==> config.mk <==
export PLATFORM = sky130hd
export DESIGN_NAME = ncdf_horner_stage
export DESIGN_NICKNAME = d
export VERILOG_FILES = /design/src/ncdf_pkg.sv /design/src/ncdf_horner_stage.sv
export SDC_FILE = /design/constraint.sdc
export NUM_CORES = 2
export LEC_CHECK = 0
export BUFFER_PORTS_ARGS = -buffer_cell sky130_fd_sc_hd__buf_2
export CAP_MARGIN = 10
export CORE_ASPECT_RATIO = 0.75
export CORE_UTILIZATION = 45
export DETAILED_ROUTE_END_ITERATION = 8
export SYNTH_ARGS = -nofsm -noshare
export SYNTH_HDL_FRONTEND = slang
export SYNTH_SLANG_ARGS = --single-unit
==> constraint.sdc <==
create_clock -name clk -period 35.1 [get_ports clk]
set_input_delay 10.53 -clock clk [delete_from_list [all_inputs] [get_ports clk]]
set_output_delay 10.53 -clock clk [all_outputs]
set_load 0.01 [all_outputs]
==> src/ncdf_pkg.sv <==
// ncdf_pkg: shared types, Q2.30 coefficient tables and saturation helper
// for the normal cdf polynomial pipeline; no dependencies
`timescale 1ns / 1ps

package ncdf_pkg;

  localparam int HORNER_STEPS = 14;
  localparam int COEF_COUNT = HORNER_STEPS + 1;

  localparam logic signed [31:0] Q30_ONE = 32'sh4000_0000;
  localparam logic [30:0] Z_LIMIT_RESET = 31'd100663296;
  // 2.0 in Q8.24, the small/large region boundary
  localparam logic [31:0] TWO_Q824 = 32'h0200_0000;

  // decimal 1e-12 units to Q2.30, rounded to nearest: n * 2^18 / 5^12
  localparam longint QNum = 64'sd262144;
  localparam longint QHalf = 64'sd122070312;
  localparam longint QDen = 64'sd244140625;

  // large-region coefficients, highest power first
  localparam logic signed [31:0] LARGE_COEF [COEF_COUNT] = '{
    32'(-((64'sd45255659 * QNum + QHalf) / QDen)),
    32'(((64'sd152529290 * QNum + QHalf) / QDen)),
    32'(-((64'sd19538132 * QNum + QHalf) / QDen)),
    32'(-((64'sd676904986 * QNum + QHalf) / QDen)),
    32'(((64'sd1390604284 * QNum + QHalf) / QDen)),
    32'(-((64'sd794620820 * QNum + QHalf) / QDen)),
    32'(-((64'sd2034254874 * QNum + QHalf) / QDen)),
    32'(((64'sd6549791214 * QNum + QHalf) / QDen)),
    32'(-((64'sd10557625006 * QNum + QHalf) / QDen)),
    32'(((64'sd11630447319 * QNum + QHalf) / QDen)),
    32'(-((64'sd9279453341 * QNum + QHalf) / QDen)),
    32'(((64'sd5353579108 * QNum + QHalf) / QDen)),
    32'(-((64'sd2141268741 * QNum + QHalf) / QDen)),
    32'(((64'sd535310849 * QNum + QHalf) / QDen)),
    32'(((64'sd999936657524 * QNum + QHalf) / QDen))
  };

  // small-region coefficients, padded with leading zeros so both regions
  // share the same fourteen horner steps
  localparam logic signed [31:0] SMALL_COEF [COEF_COUNT] = '{
    32'sd0, 32'sd0, 32'sd0, 32'sd0, 32'sd0, 32'sd0,
    32'(((64'sd124818987 * QNum + QHalf) / QDen)),
    32'(-((64'sd1075204047 * QNum + QHalf) / QDen)),
    32'(((64'sd5198775019 * QNum + QHalf) / QDen)),
    32'(-((64'sd19198292004 * QNum + QHalf) / QDen)),
    32'(((64'sd59054035642 * QNum + QHalf) / QDen)),
    32'(-((64'sd151968751364 * QNum + QHalf) / QDen)),
    32'(((64'sd319152932694 * QNum + QHalf) / QDen)),
    32'(-((64'sd531923007300 * QNum + QHalf) / QDen)),
    32'(((64'sd797884560593 * QNum + QHalf) / QDen))
  };

  typedef struct packed {
    logic neg;
    logic zero;
    logic sat_one;
    logic is_small;
    logic [29:0] y;
    logic signed [31:0] v;
    logic signed [31:0] acc;
  } pipe_t;

  function automatic logic signed [31:0] sat_q30(input logic signed [39:0] val);
    logic signed [31:0] res;
    if (val > 40'sh00_7fff_ffff) begin
      res = 32'sh7fff_ffff;
    end else if (val < -40'sh00_8000_0000) begin
      res = -32'sh8000_0000;
    end else begin
      res = val[31:0];
    end
    return res;
  endfunction

endpackage

==> src/ncdf_horner_stage.sv <==
// ncdf_horner_stage: one registered horner step, acc = sat(round(acc * v) + coef)
// depends on ncdf_pkg
`timescale 1ns / 1ps

module ncdf_horner_stage (
  input  logic                 clk,
  input  logic                 rst,
  input  logic                 advance,
  input  logic                 in_valid,
  input  ncdf_pkg::pipe_t      in_word,
  input  logic signed [31:0]   coef,
  output logic                 out_valid,
  output ncdf_pkg::pipe_t      out_word
);

  logic signed [63:0] prod;
  logic signed [63:0] prod_rnd;
  logic signed [33:0] prod_q30;
  logic signed [39:0] sum;
  ncdf_pkg::pipe_t word_next;

  always_comb begin
    prod = 64'(in_word.acc) * 64'(in_word.v);
    // round to nearest, ties toward plus infinity
    prod_rnd = prod + 64'sd536870912;
    prod_q30 = prod_rnd[63:30];
    sum = 40'(prod_q30) + 40'(coef);
    word_next = in_word;
    word_next.acc = ncdf_pkg::sat_q30(sum);
  end

  always_ff @(posedge clk) begin
    if (rst) begin
      out_valid <= 1'b0;
    end else if (advance) begin
      out_valid <= in_valid;
    end
  end

  always_ff @(posedge clk) begin
    if (advance) begin
      out_word <= word_next;
    end
  end

endmodule

==> flow_metrics.py <==
metrics = {
    "floorplanning": {
        "dieArea_um2": 90090,
        "num_rows": 94,
        "die_x_um": 346.3,
        "io_pins": 233,
        "start_util": 0.4553,
        "coreArea_um2": 87860,
        "die_h_um": 260.2,
    },
    "yosys": {
        "synthArstFlopShare": 0,
        "synth_top_cell_by_area": "fa_1",
        "synth_cell_types": 72,
        "netlist_area_um2": 40000,
        "yosys-top-cells-count": "fa_1, inv_1, nand2_1, and2_1, ha_1",
        "ys.flop_type": "edfxtp_1",
        "synthesis.instances": 4052,
        "synth_seq_cells": 99,
        "synthTopCellsByArea": "fa_1, inv_1, and2_1",
        "synth.net_count": 5483,
        "synth_edf_count": 98,
        "yosysWarnings": 0,
        "yosys.area.top_type_share": 0.5421,
        "avgSynthCellArea_um2": 9.871,
        "seq_area_frac_synth": 0.07408,
        "synth_most_common_cell": "fa_1",
    },
    "placed_design": {
        "pre_cts_slack_ps": 13670,
        "io_buffers": 232,
        "dpl.hpwl_um": 82520,
        "detailed_place.area_um2": 42000,
        "gp_congestion": 0.8584,
    },
    "finish": {
        "final_area_um2": 42270,
        "syn_to_final_growth_pct": 5.684,
        "drive_gt1_frac": 0.07446,
        "fin_nets": 5549,
    },
    "clock_tree": {
        "cts_buffers": 9,
        "clock_path_buffers": 2,
        "h-tree-depth": 3,
        "insertion_delay_ps": 390,
        "cts.sinks": 99,
        "cts_tree": "yes",
        "cts_root_buf": "clkbuf_16",
        "post_cts_buffers": 0,
        "postCtsHoldBufs": 0,
        "cts_resized": 0,
        "clkTransAtPathRegs_ps": 70,
    },
    "setup_path": {
        "critPathRequiredTime_ps": 35220,
        "cpMostUsedCell": "fa_1",
        "cp_max_fo": 33,
        "slowest_delay_ps": 1050,
        "worst-path-buf-inv": 7,
        "reg2reg_depth": 2,
        "critical_path_depth": 38,
        "setup.worst_path.end": "out_word[2]",
        "reg2reg_from": "out_valid",
        "rr_endpoint": "out_valid",
        "crit_path_start": "in_word[38]",
        "endpoint_kind": "register",
        "worst_path_max_delay_cell": "fa_1",
        "r2r_slack_ps": 34520,
        "arrival_ps": 21210,
        "critPathLaunchType": "input pin",
        "cp_top_family": "adder cells",
        "worstSetupPathType": "input pin to register",
    },
    "sta": {
        "worst_pin_slew_ps": 974.8,
        "hold_violations": 0,
        "finalCritPeriodShare": 0.6007,
        "maxSlewHeadroom": 0.3502,
        "fmax_mhz": 47.43,
        "setup_tns_ps": 0,
        "rsz0062_at_grt": "no",
        "fin_ws_ps": 14020,
        "slew_viol_final": 0,
        "setup_viol": 0,
        "skew_ps": 0,
        "period_needed_ps": 21080,
    },
    "drt": {
        "firstDrtPassIters": 5,
        "vias": 27150,
        "antenna_left": 0,
        "wl_um": 102700,
        "drc": 0,
        "viasPerCell": 5.146,
        "drt_iter0_markers": 1428,
        "detail_route.wl_per_cell_um": 19.46,
    },
    "grt": {
        "first_global_vias": 30360,
        "gr-total-overflow": 0,
        "grt_max_degree": 67,
        "grt_pass1_wl_um": 169600,
        "antenna_found_initial": 2,
        "track_usage": 0.2440,
    },
    "worst_hold_path": {
        "hold_path_class": "register to register",
    },
    "flow_run": {
        "cap_violations": 0,
    },
    "outcome": {
        "outcome": "finished, final reports clean",
    },
}
## cells by family (layout without fill, tap and decap cells)
kind of cell / Yosys count / after routing / share of synthesized area
compound gates: 264 / 264 / 0.04586
xor+xnor: 77 / 77 / 0.01686
fa+ha+maj: 1297 / 1297 / 0.6090
buf+inv: 1142 / 1213 / 0.1078
flops: 99 / 99 / 0.07408
mux: 3 / 3 / 0.0007508
other cells: 0 / 1 / 0
simple gates: 1170 / 1170 / 0.1457
## through the flow
stage                     std cells  utilization  hold WS (ps)
after floorplan                4052            -         527.9
after global placement         5259       0.4780         470.0
after detailed placement       5259       0.4780         475.9
after CTS                      5275       0.4811         494.8
after global routing           5276       0.4811         576.0
final                          5276       0.4811         489.7
## cells in the final DEF, fill, tap and decap left out, types with 3 or more instances in the layout
cell       count
nand2b_1      18
a211o_1        4
nand3_1       14
inv_1        943
a21oi_1       71
nor2b_1       10
a21oi_2        6
a41oi_1        4
or3_1          3
and2_1       485
a21o_1        38
ha_1         214
o21ai_0       48
xor2_1        22
o21bai_1       8
a211oi_1      10
nand2_1      552
nor2_1        48
o2111ai_1      4
mux2i_1        3
a31oi_1        8
o21a_1         8
nor3_1         6
buf_2        231
clkbuf_16      9
fa_1        1083
and3_1         6
xnor2_1       55
o211ai_1       6
nand4_1       14
buf_4         23
o21ai_2       16
edfxtp_1      98
## worst min path at each step
stage               cells past startpoint      start        end  slack (ps)
floorplan                               2  out_valid  out_valid         530
global placement                        2  out_valid  out_valid         470
detailed placement                      2  out_valid  out_valid         480
CTS                                     2  out_valid  out_valid         490
global route                            2  out_valid  out_valid         580
finish                                  2  out_valid  out_valid         490
## area by class of cell
type	count	area [µm²]
antenna	1	2.502
timing repair buffer	254	1329
inverter	943	3540
clock inverter	5	38.79
fill	8298	45590
multi-input combinational	2811	32720
sequential	99	2963
clock buffer	11	232.7
tap	1152	1441
## flip-flops by register name (all words and copies together) (netlist names)
name       count
out_valid      1
out_word      98
## worst reg2reg max path: stages, from the launching register on
cell,delay (ps)
dfxtp_1,310
mux2i_1,120
nor2_1,50
## per-layer routing
| metal | track usage | share of wire | up-vias |
|---|---|---|---|
| li1 | - | - | 11950 |
| met1 | 0.3271 | 0.43 | 14410 |
| met2 | 0.4188 | 0.50 | 644 |
| met3 | 0.02661 | 0.044 | 143 |
| met4 | 0.07321 | 0.029 | 0 |
| met5 | 0 | 0 | - |
Power is left out: the tool's default activity adds up to more than one toggle a clock period on the data nets, which glitch-free logic cannot reach.
